`src/rtl/core/fss_pkg.sv`:
```
// fss_pkg: shared types and constants of the fair-share slice table.
// No dependencies; imported by the divider, the task table and the top level.
`timescale 1ns / 1ps

package fss_pkg;

  localparam int CMD_W   = 2;
  localparam int TID_W   = 6;
  localparam int GRP_W   = 3;
  localparam int SLICE_W = 9;
  localparam int MEM_W   = 7;
  localparam int BASE_W  = 10;

  localparam logic [CMD_W-1:0] CMD_JOIN      = 2'd0;
  localparam logic [CMD_W-1:0] CMD_RECOMPUTE = 2'd1;
  localparam logic [CMD_W-1:0] CMD_REQUEST   = 2'd2;

  localparam logic [BASE_W-1:0]  BASE_FACTOR = 10'd5;
  localparam logic [SLICE_W-1:0] TIME_MAX    = 9'd511;
  localparam logic [MEM_W-1:0]   MEMBERS_MAX = 7'd127;

  typedef struct packed {
    logic               in_group;
    logic [GRP_W-1:0]   gid;
    logic [SLICE_W-1:0] remaining;
    logic [SLICE_W-1:0] quota;
  } task_entry_t;

endpackage

```
`src/rtl/core/fss_div.sv`:
```
// fss_div: restoring divider, one quotient bit per cycle.
// Depends on fss_pkg for the base and member count widths.
`timescale 1ns / 1ps

module fss_div
  import fss_pkg::*;
(
  input  logic              clk,
  input  logic              rst_n,
  input  logic              start,
  input  logic [BASE_W-1:0] dividend,
  input  logic [MEM_W-1:0]  divisor,
  output logic              done,
  output logic [BASE_W-1:0] quotient,
  output logic [MEM_W-1:0]  remainder
);

  localparam int CW = $clog2(BASE_W + 1);

  logic [BASE_W-1:0] dvd_r;
  logic [MEM_W-1:0]  rem_r;
  logic [MEM_W-1:0]  dvs_r;
  logic [CW-1:0]     cnt_r;
  logic              done_r;
  logic [MEM_W:0]    trial;
  logic              fits;

  assign trial = {rem_r, dvd_r[BASE_W-1]};
  assign fits  = trial >= {1'b0, dvs_r};

  always_ff @(posedge clk) begin
    if (!rst_n) begin
      cnt_r  <= '0;
      done_r <= 1'b0;
    end else begin
      done_r <= 1'b0;
      if (start) begin
        cnt_r <= CW'(BASE_W);
      end else if (cnt_r != '0) begin
        cnt_r <= cnt_r - 1'b1;
        if (cnt_r == CW'(1)) done_r <= 1'b1;
      end
    end
  end

  always_ff @(posedge clk) begin
    if (start) begin
      dvd_r <= dividend;
      dvs_r <= divisor;
      rem_r <= '0;
    end else if (cnt_r != '0) begin
      dvd_r <= {dvd_r[BASE_W-2:0], fits};
      rem_r <= fits ? MEM_W'(trial - {1'b0, dvs_r}) : MEM_W'(trial);
    end
  end

  assign done      = done_r;
  assign quotient  = dvd_r;
  assign remainder = rem_r;

endmodule

```
`src/rtl/core/fss_table.sv`:
```
// fss_table: single-port-read, single-port-write task table memory.
// Depends on fss_pkg for the entry type; valid bits make unwritten entries read as zero.
`timescale 1ns / 1ps

module fss_table
  import fss_pkg::*;
#(
  parameter int DEPTH = 64,
  parameter int AW    = 6
) (
  input  logic        clk,
  input  logic        rst_n,
  input  logic        rd_en,
  input  logic [AW-1:0] rd_addr,
  output task_entry_t rd_data,
  input  logic        wr_en,
  input  logic [AW-1:0] wr_addr,
  input  task_entry_t wr_data
);

  task_entry_t mem [DEPTH];
  logic [DEPTH-1:0] vld_r;
  task_entry_t      rd_q_r;
  logic             rd_vld_r;

  always_ff @(posedge clk) begin
    if (wr_en) mem[wr_addr] <= wr_data;
    if (rd_en) rd_q_r <= mem[rd_addr];
  end

  always_ff @(posedge clk) begin
    if (!rst_n) begin
      vld_r    <= '0;
      rd_vld_r <= 1'b0;
    end else begin
      if (wr_en) vld_r[wr_addr] <= 1'b1;
      if (rd_en) rd_vld_r <= vld_r[rd_addr];
    end
  end

  assign rd_data = rd_vld_r ? rd_q_r : '0;

endmodule

```
`src/rtl/core/fair_share_slice_table.sv`:
```
// fair_share_slice_table: top level of the fair-share time-slice table.
// Depends on fss_pkg, fss_div and fss_table.
`timescale 1ns / 1ps

// Channel | Direction | Ports                                        | Handshake
// in      | input     | in_command in_task_id in_group in_is_parent  | in_valid/in_ready
// out     | output    | out_slice out_refilled                       | out_valid/out_ready
//
// One transaction at a time. Join writes its entry in ST_JWR. Request updates its
// entry in ST_QWR, then sweeps the table when it reloads. Recompute finds the
// largest group, runs the serial divider (one quotient bit per cycle) per group,
// then sweeps the table (read then write each entry through the one memory port pair).
// Reset clears control, group counts and all table valid bits.
// A finished result waits in the output register; the next transaction is taken
// meanwhile and only its completion stalls on out_ready.

module fair_share_slice_table
  import fss_pkg::*;
#(
  parameter int TASK_SLOTS = 64,
  parameter int NUM_GROUPS = 5
) (
  input  logic               clk,
  input  logic               rst_n,
  input  logic               in_valid,
  output logic               in_ready,
  input  logic [CMD_W-1:0]   in_command,
  input  logic [TID_W-1:0]   in_task_id,
  input  logic [GRP_W-1:0]   in_group,
  input  logic               in_is_parent,
  output logic               out_valid,
  input  logic               out_ready,
  output logic [SLICE_W-1:0] out_slice,
  output logic               out_refilled
);

  localparam int TW  = (TASK_SLOTS > 1) ? $clog2(TASK_SLOTS) : 1;
  localparam int GW  = (NUM_GROUPS > 1) ? $clog2(NUM_GROUPS) : 1;
  localparam int NW  = $clog2(TASK_SLOTS + 1);
  localparam int PW  = (TW > TID_W) ? TW : TID_W;

  localparam logic [3:0] ST_IDLE  = 4'd0;
  localparam logic [3:0] ST_JWR   = 4'd1;
  localparam logic [3:0] ST_QWR   = 4'd2;
  localparam logic [3:0] ST_RMAX  = 4'd3;
  localparam logic [3:0] ST_RDIV  = 4'd4;
  localparam logic [3:0] ST_RWAIT = 4'd5;
  localparam logic [3:0] ST_SRD   = 4'd6;
  localparam logic [3:0] ST_SWR   = 4'd7;
  localparam logic [3:0] ST_DONE  = 4'd8;

  logic [3:0] state_r, state_nxt;

  // latched transaction
  logic [TW-1:0]    tid_r;
  logic [GRP_W-1:0] grp_r;

  // group state
  logic [MEM_W-1:0]  members_r [NUM_GROUPS];
  logic [TID_W-1:0]  parent_r  [NUM_GROUPS];
  logic [BASE_W-1:0] quot_r    [NUM_GROUPS];
  logic [MEM_W-1:0]  rmd_r     [NUM_GROUPS];
  logic [NUM_GROUPS-1:0] szero_r;
  logic [GW-1:0]     g_r;
  logic [BASE_W-1:0] base_r;

  // sweep and bookkeeping
  logic [TW-1:0] idx_r;
  logic [NW-1:0] cnt_r;
  logic [NW-1:0] nz_r;
  logic          refill_mode_r;

  // result
  logic [SLICE_W-1:0] res_slice_r;
  logic               res_refill_r;
  logic               out_valid_r;
  logic [SLICE_W-1:0] out_slice_r;
  logic               out_refilled_r;

  // table ports
  logic        tbl_rd_en, tbl_wr_en;
  logic [TW-1:0] tbl_rd_addr, tbl_wr_addr;
  task_entry_t tbl_rd_data, tbl_wr_data;

  // divider
  logic              div_done;
  logic [BASE_W-1:0] div_q;
  logic [MEM_W-1:0]  div_r;

  logic in_fire, out_fire, load_out;
  logic tid_ok, grp_ok;
  logic [MEM_W-1:0] largest;

  assign in_ready = (state_r == ST_IDLE);
  assign in_fire  = in_valid && in_ready;
  assign out_fire = out_valid_r && out_ready;
  assign load_out = (state_r == ST_DONE) && (!out_valid_r || out_ready);
  assign tid_ok   = 32'(in_task_id) < TASK_SLOTS;
  assign grp_ok   = 32'(in_group) < NUM_GROUPS;

  fss_table #(.DEPTH(TASK_SLOTS), .AW(TW)) u_table (
    .clk     (clk),
    .rst_n   (rst_n),
    .rd_en   (tbl_rd_en),
    .rd_addr (tbl_rd_addr),
    .rd_data (tbl_rd_data),
    .wr_en   (tbl_wr_en),
    .wr_addr (tbl_wr_addr),
    .wr_data (tbl_wr_data)
  );

  fss_div u_div (
    .clk       (clk),
    .rst_n     (rst_n),
    .start     (state_r == ST_RDIV),
    .dividend  (base_r),
    .divisor   (members_r[g_r]),
    .done      (div_done),
    .quotient  (div_q),
    .remainder (div_r)
  );

  // largest group size, scanned over the few group registers
  always_comb begin
    largest = '0;
    for (int k = 0; k < NUM_GROUPS; k++) begin
      if (members_r[k] > largest) largest = members_r[k];
    end
  end

  // per-entry update logic for request and sweep
  task_entry_t        e;
  logic [GW-1:0]      egi;
  logic               egrp_ok;
  logic [BASE_W:0]    qsum;
  logic [SLICE_W-1:0] qnew;
  task_entry_t        sweep_entry;
  logic [SLICE_W-1:0] req_rem;
  logic [NW-1:0]      nz_after;

  always_comb begin
    e       = tbl_rd_data;
    egi     = GW'(e.gid);
    egrp_ok = 32'(e.gid) < NUM_GROUPS;
    qsum    = {1'b0, quot_r[egi]};
    if (PW'(parent_r[egi]) == PW'(idx_r)) qsum = qsum + (BASE_W+1)'(rmd_r[egi]);
    if (!e.in_group)                    qnew = SLICE_W'(1);
    else if (!egrp_ok || szero_r[egi])  qnew = '0;
    else if (qsum > (BASE_W+1)'(TIME_MAX)) qnew = TIME_MAX;
    else                                qnew = SLICE_W'(qsum);
    sweep_entry = e;
    if (refill_mode_r) begin
      sweep_entry.remaining = e.quota;
    end else begin
      sweep_entry.quota     = qnew;
      sweep_entry.remaining = qnew;
    end
    req_rem  = (e.remaining != '0) ? e.remaining - 1'b1 : e.remaining;
    nz_after = (e.remaining == SLICE_W'(1)) ? nz_r - 1'b1 : nz_r;
  end

  // table access
  always_comb begin
    tbl_rd_en   = 1'b0;
    tbl_rd_addr = idx_r;
    tbl_wr_en   = 1'b0;
    tbl_wr_addr = tid_r;
    tbl_wr_data = e;
    if (in_fire) begin
      tbl_rd_en   = 1'b1;
      tbl_rd_addr = TW'(in_task_id);
    end else if (state_r == ST_SRD) begin
      tbl_rd_en = 1'b1;
    end
    unique case (state_r)
      ST_JWR: begin
        tbl_wr_en            = 1'b1;
        tbl_wr_data.in_group = 1'b1;
        tbl_wr_data.gid      = grp_r;
      end
      ST_QWR: begin
        tbl_wr_en             = e.in_group;
        tbl_wr_data.remaining = req_rem;
      end
      ST_SWR: begin
        tbl_wr_en   = 1'b1;
        tbl_wr_addr = idx_r;
        tbl_wr_data = sweep_entry;
      end
      default: begin
      end
    endcase
  end

  // sequencer
  always_comb begin
    state_nxt = state_r;
    unique case (state_r)
      ST_IDLE: begin
        if (in_fire) begin
          priority case (1'b1)
            in_command == CMD_JOIN && tid_ok && grp_ok: state_nxt = ST_JWR;
            in_command == CMD_REQUEST && tid_ok:        state_nxt = ST_QWR;
            in_command == CMD_RECOMPUTE:                state_nxt = ST_RMAX;
            default:                                    state_nxt = ST_DONE;
          endcase
        end
      end
      ST_JWR:  state_nxt = ST_DONE;
      ST_QWR:  state_nxt = (e.in_group && nz_after == '0) ? ST_SRD : ST_DONE;
      ST_RMAX: state_nxt = ST_RDIV;
      ST_RDIV: state_nxt = ST_RWAIT;
      ST_RWAIT: begin
        if (div_done) state_nxt = (g_r == GW'(NUM_GROUPS - 1)) ? ST_SRD : ST_RDIV;
      end
      ST_SRD:  state_nxt = ST_SWR;
      ST_SWR:  state_nxt = (idx_r == TW'(TASK_SLOTS - 1)) ? ST_DONE : ST_SRD;
      ST_DONE: if (load_out) state_nxt = ST_IDLE;
      default: state_nxt = ST_IDLE;
    endcase
  end

  logic sweep_hit;
  assign sweep_hit = e.in_group && sweep_entry.remaining != '0;

  always_ff @(posedge clk) begin
    if (!rst_n) begin
      state_r     <= ST_IDLE;
      nz_r        <= '0;
      out_valid_r <= 1'b0;
      for (int k = 0; k < NUM_GROUPS; k++) begin
        members_r[k] <= '0;
        parent_r[k]  <= '0;
      end
    end else begin
      state_r <= state_nxt;
      // count joins and record the parent at acceptance
      if (in_fire && in_command == CMD_JOIN && tid_ok && grp_ok) begin
        for (int k = 0; k < NUM_GROUPS; k++) begin
          if (GRP_W'(k) == in_group) begin
            if (members_r[k] < MEMBERS_MAX) members_r[k] <= members_r[k] + 1'b1;
            if (in_is_parent) parent_r[k] <= in_task_id;
          end
        end
      end
      if (state_r == ST_JWR && !e.in_group && e.remaining != '0) nz_r <= nz_r + 1'b1;
      if (state_r == ST_QWR && e.in_group) nz_r <= nz_after;
      if (state_r == ST_SWR && idx_r == TW'(TASK_SLOTS - 1)) begin
        nz_r <= cnt_r + NW'(sweep_hit);
      end
      if (load_out)      out_valid_r <= 1'b1;
      else if (out_fire) out_valid_r <= 1'b0;
    end
  end

  // datapath registers
  always_ff @(posedge clk) begin
    if (in_fire) begin
      tid_r        <= TW'(in_task_id);
      grp_r        <= in_group;
      res_slice_r  <= '0;
      res_refill_r <= 1'b0;
    end
    if (state_r == ST_QWR) begin
      res_slice_r   <= e.in_group ? e.remaining : SLICE_W'(1);
      res_refill_r  <= e.in_group && nz_after == '0;
      refill_mode_r <= 1'b1;
      idx_r         <= '0;
      cnt_r         <= '0;
    end
    if (state_r == ST_RMAX) begin
      base_r <= BASE_W'(largest) * BASE_FACTOR;
      g_r    <= '0;
    end
    if (state_r == ST_RWAIT && div_done) begin
      quot_r[g_r]  <= div_q;
      rmd_r[g_r]   <= div_r;
      szero_r[g_r] <= members_r[g_r] == '0;
      g_r          <= g_r + 1'b1;
      // hold the sweep setup for the table pass that follows the last group
      refill_mode_r <= 1'b0;
      idx_r         <= '0;
      cnt_r         <= '0;
    end
    if (state_r == ST_SWR) begin
      idx_r <= idx_r + 1'b1;
      cnt_r <= cnt_r + NW'(sweep_hit);
    end
    if (load_out) begin
      out_slice_r    <= res_slice_r;
      out_refilled_r <= res_refill_r;
    end
  end

  assign out_valid    = out_valid_r;
  assign out_slice    = out_slice_r;
  assign out_refilled = out_refilled_r;

  // a result whose slice is above one leaves time behind, so it never reloads
  a_slice_refill: assert property (@(posedge clk) disable iff (!rst_n)
    out_valid && out_slice > SLICE_W'(1) |-> !out_refilled)
    else $error("refill reported with time left");

  a_nz_bound: assert property (@(posedge clk) disable iff (!rst_n)
    32'(nz_r) <= TASK_SLOTS)
    else $error("nonzero task count out of range");

  a_busy_after_accept: assert property (@(posedge clk) disable iff (!rst_n)
    in_fire |=> !in_ready)
    else $error("second transaction taken while busy");

  a_div_done_wait: assert property (@(posedge clk) disable iff (!rst_n)
    div_done |-> state_r == ST_RWAIT)
    else $error("divider finished outside its wait state");

endmodule

```
`config.mk`:
```
export PLATFORM = sky130hd
export DESIGN_NAME = fair_share_slice_table
export DESIGN_NICKNAME = d
export VERILOG_FILES = /design/src/rtl/core/fss_pkg.sv /design/src/rtl/core/fss_div.sv /design/src/rtl/core/fss_table.sv /design/src/rtl/core/fair_share_slice_table.sv
export SDC_FILE = /design/constraint.sdc
export NUM_CORES = 2
export LEC_CHECK = 0
export BUFFER_PORTS_ARGS = -buffer_cell sky130_fd_sc_hd__buf_2
export CORE_MARGIN = 1.5
export CORE_UTILIZATION = 51
export DETAILED_ROUTE_END_ITERATION = 10
export GPL_TIMING_DRIVEN = 0
export HOLD_SLACK_MARGIN = 0.08
export PLACE_DENSITY = 0.76
export SLEW_MARGIN = 20
export SYNTH_ARGS = -nofsm -noshare
export SYNTH_HDL_FRONTEND = slang
export SYNTH_SLANG_ARGS = --single-unit
export TNS_END_PERCENT = 100
```
`constraint.sdc`:
```
create_clock -name clk -period 22.9 [get_ports clk]
set_input_delay 6.87 -clock clk [delete_from_list [all_inputs] [get_ports clk]]
set_output_delay 6.87 -clock clk [all_outputs]
set_load 0.01 [all_outputs]
```
==> run metrics <==
share of synthesized flip-flops with an asynchronous set or reset=0; Post-Route Hold Slack=0.4209 ns; summed negative setup slack over all endpoints=0 ns; post-synthesis instance area=0.07146 mm^2; CP required=23.49 ns; Critical Path Start Type=input port; RSZ-0062 raised after global routing=no; Post-CTS Hold Fix Bufs=0; most common library cell in the layout ignoring fill and taps=sky130_fd_sc_hd__edfxtp_1; count of input and output buffers=27; nets in the synthesized netlist=4,107; Top Ports=28; Die W=377.3 um; library cell used as clock root buffer=sky130_fd_sc_hd__clkbuf_16; worst clock skew=0.05088 ns; flip-flop and latch count after synthesis=1,750; later-pin clock latency in the skew report=0.83 ns; area delta synth->final=14.96%; fraction of layout cells with a size suffix above 1=0.2165; starting utilization of the core area=0.5134; wire length of the first global-routing pass=269,500 um; count of standard-cell rows=137; reg2reg path depth=41; H-tree Lvls=4; ranking of synthesized cells by area=sky130_fd_sc_hd__edfxtp_1 (70%), sky130_fd_sc_hd__mux4_2 (12%), sky130_fd_sc_hd__dfxtp_1 (2.6%); largest net degree at the start of global routing=65; Worst Hold Path Cells=0; total chip power=7.555 mW; CORE AREA=0.1392 mm^2; Final Critical Period=10.99 ns; number of buffers created by CTS=168; via count of the first global-routing pass=40,170; count of routing violations after the opening detailed-route iteration=5,377; clk sinks=1,750; final weighted congestion of routability-driven global placement=1.007; headroom to the max-slew limit=0.1823; maximum capacitance violations=0; status=finished, final reports clean; combined global-route utilization of all metal layers=0.2619; Total Nets Final=4,402; crit-path max FO=18; via count=40,370; peak supply drop=77.15 uV; DRT antenna net count=0; Yosys top cell area share=0.6963; final hold violation count=0; post-CTS repair timing setup buffer count=0; Clock Path Buffers=3; part of the cycle the worst path needs=0.4800; number of instances in the synthesized netlist=4,019; commonest non-fill, non-tap cells in the layout=sky130_fd_sc_hd__edfxtp_1 (1,657), sky130_fd_sc_hd__mux4_2 (375), sky130_fd_sc_hd__nand2_1 (284); Least-Margin Pin Slew=1.218 ns; area leader, netlist=sky130_fd_sc_hd__edfxtp_1; worst setup path class=in2reg; Detailed Routing Iterations Pass 1=6; DPL Wire Length=125,100 um; Setup violations, final=0; clock tree from TritonCTS=yes; standby leakage power=26.72 nW; dominant register cell in the synthesized netlist=sky130_fd_sc_hd__edfxtp_1; drt drc=0; number of antenna violations at the first check in global routing=11; total routed wirelength=185,400 um; mean number of vias per cell=6.379; power density over the cells=91.97 mW/mm^2; maximum operating frequency=0.09097 GHz; EDFF count, synth=1,657; max-slew violation total from the final report=0; data arrival time at the worst-slack endpoint=11.58 ns; Die Footprint=0.1424 mm^2; number of gates resized after CTS=0; per-instance average area after synthesis=17.78 um^2; synthesis warning total=0; average wire length per cell after detail routing=29.29 um; Unique masters post-synth=74; post-synthesis sequential area ratio=0.7224; classification of the worst-slack hold path=reg2reg; clock-pin transition on the worst setup and hold timing paths=0.07 ns; Critical Path Sink Type=register; remaining global-route overflow=0; die outline height=377.3 um
[cell usage after synthesis, types with 55 or more instances]
cell type	number
sky130_fd_sc_hd__and2_1	118
sky130_fd_sc_hd__ha_1	69
sky130_fd_sc_hd__o21ai_0	83
sky130_fd_sc_hd__nand2_1	285
sky130_fd_sc_hd__a21oi_1	87
sky130_fd_sc_hd__o21a_1	77
sky130_fd_sc_hd__a211oi_1	125
sky130_fd_sc_hd__mux4_2	375
sky130_fd_sc_hd__clkbuf_1	136
sky130_fd_sc_hd__dfxtp_1	93
sky130_fd_sc_hd__inv_1	80
sky130_fd_sc_hd__a31oi_1	55
sky130_fd_sc_hd__edfxtp_1	1657
sky130_fd_sc_hd__nor2_1	195
[worst max-delay path, cell delays in order]
cell and delay (ns):
sky130_fd_sc_hd__buf_2 0.10, sky130_fd_sc_hd__and2_1 0.14, sky130_fd_sc_hd__buf_6 0.29, sky130_fd_sc_hd__mux2i_4 0.56, sky130_fd_sc_hd__buf_2 0.55, sky130_fd_sc_hd__buf_2 0.57
sky130_fd_sc_hd__buf_2 0.44, sky130_fd_sc_hd__mux4_2 0.29, sky130_fd_sc_hd__nand2_1 0.06, sky130_fd_sc_hd__a311oi_1 1.04, sky130_fd_sc_hd__a211oi_1 0.20, sky130_fd_sc_hd__a21oi_1 0.43
[final cells by class]
| class | count | area, um^2 |
|---|---|---|
| fillers | 9815 | 57040 |
| flip-flops and latches | 1750 | 51620 |
| multi-input cells | 1968 | 19250 |
| clock buffers | 220 | 4536 |
| well taps | 1876 | 2347 |
| repair buffers | 125 | 2212 |
| plain buffers | 220 | 1052 |
| clock inverters | 88 | 828.3 |
| inverters | 81 | 304.0 |
| diodes | 1 | 2.502 |
[sequential cells by signal, summed over array words and instances (netlist names), 5 cells and up, named ones only]
name / count
members_r: 35
base_r: 10
cnt_r: 7
szero_r: 5
u_table.rd_q_r: 22
u_table.vld_r: 64
parent_r: 30
u_div.quotient: 10
out_slice: 9
idx_r: 6
u_table.mem: 1408
u_div.remainder: 7
nz_r: 7
res_slice_r: 9
u_div.dvs_r: 7
quot_r: 50
rmd_r: 35
tid_r: 6
[per-layer routing]
metal,wire [um],GRT usage,share of wire,vias up
met3,20480,0.07038,0.11,432
met1,68830,0.3458,0.37,20670
li1,-,-,-,16760
met4,8100,0.1084,0.044,10
met5,61,0,0.00033,-
met2,87900,0.4138,0.47,2511
[power by group]
part	internal, mW	total (mW)	leakage, nW	switching, mW
logic	0.412	1.15	7.96	0.738
clock network	1.52	2.71	2.60	1.19
registers	3.64	3.69	16.2	0.0559
total	5.57	7.56	26.7	1.99
[worst paths after layout]
check | startpoint | to | slack [ns]
worst min register to register | res_slice_r[8] | out_slice[8] | 0.42
worst max-delay path | in_valid | u_table.rd_q_r[13] | 11.91
worst min-delay path | res_slice_r[8] | out_slice[8] | 0.42
worst max register to register | members_r[0][6] | base_r[8] | 13.24
[per-stage QoR]
stage	cell area [um^2]	utilization	instances	setup slack (ns)
after floorplan	71460	-	4019	13.46
after global placement	73940	0.5312	5922	9.259
after detailed placement	76780	0.5516	6020	11.51
after CTS	82150	0.5902	6328	12.36
after global routing	82150	0.5902	6329	12.03
final	82150	0.5902	6329	11.91
[cell families (layout without fill, tap and decap cells)]
kind of cell,Yosys count,count (layout),synth area share
flops,1750,1750,0.7224
other cells,0,1,0
simple gates,793,793,0.05221
compound gates,604,604,0.05794
fa+ha+maj,72,72,0.01292
mux,447,447,0.1292
xor+xnor,52,52,0.006374
buf+inv,301,734,0.01893
Note: power is estimated with default switching activity, not from simulation.
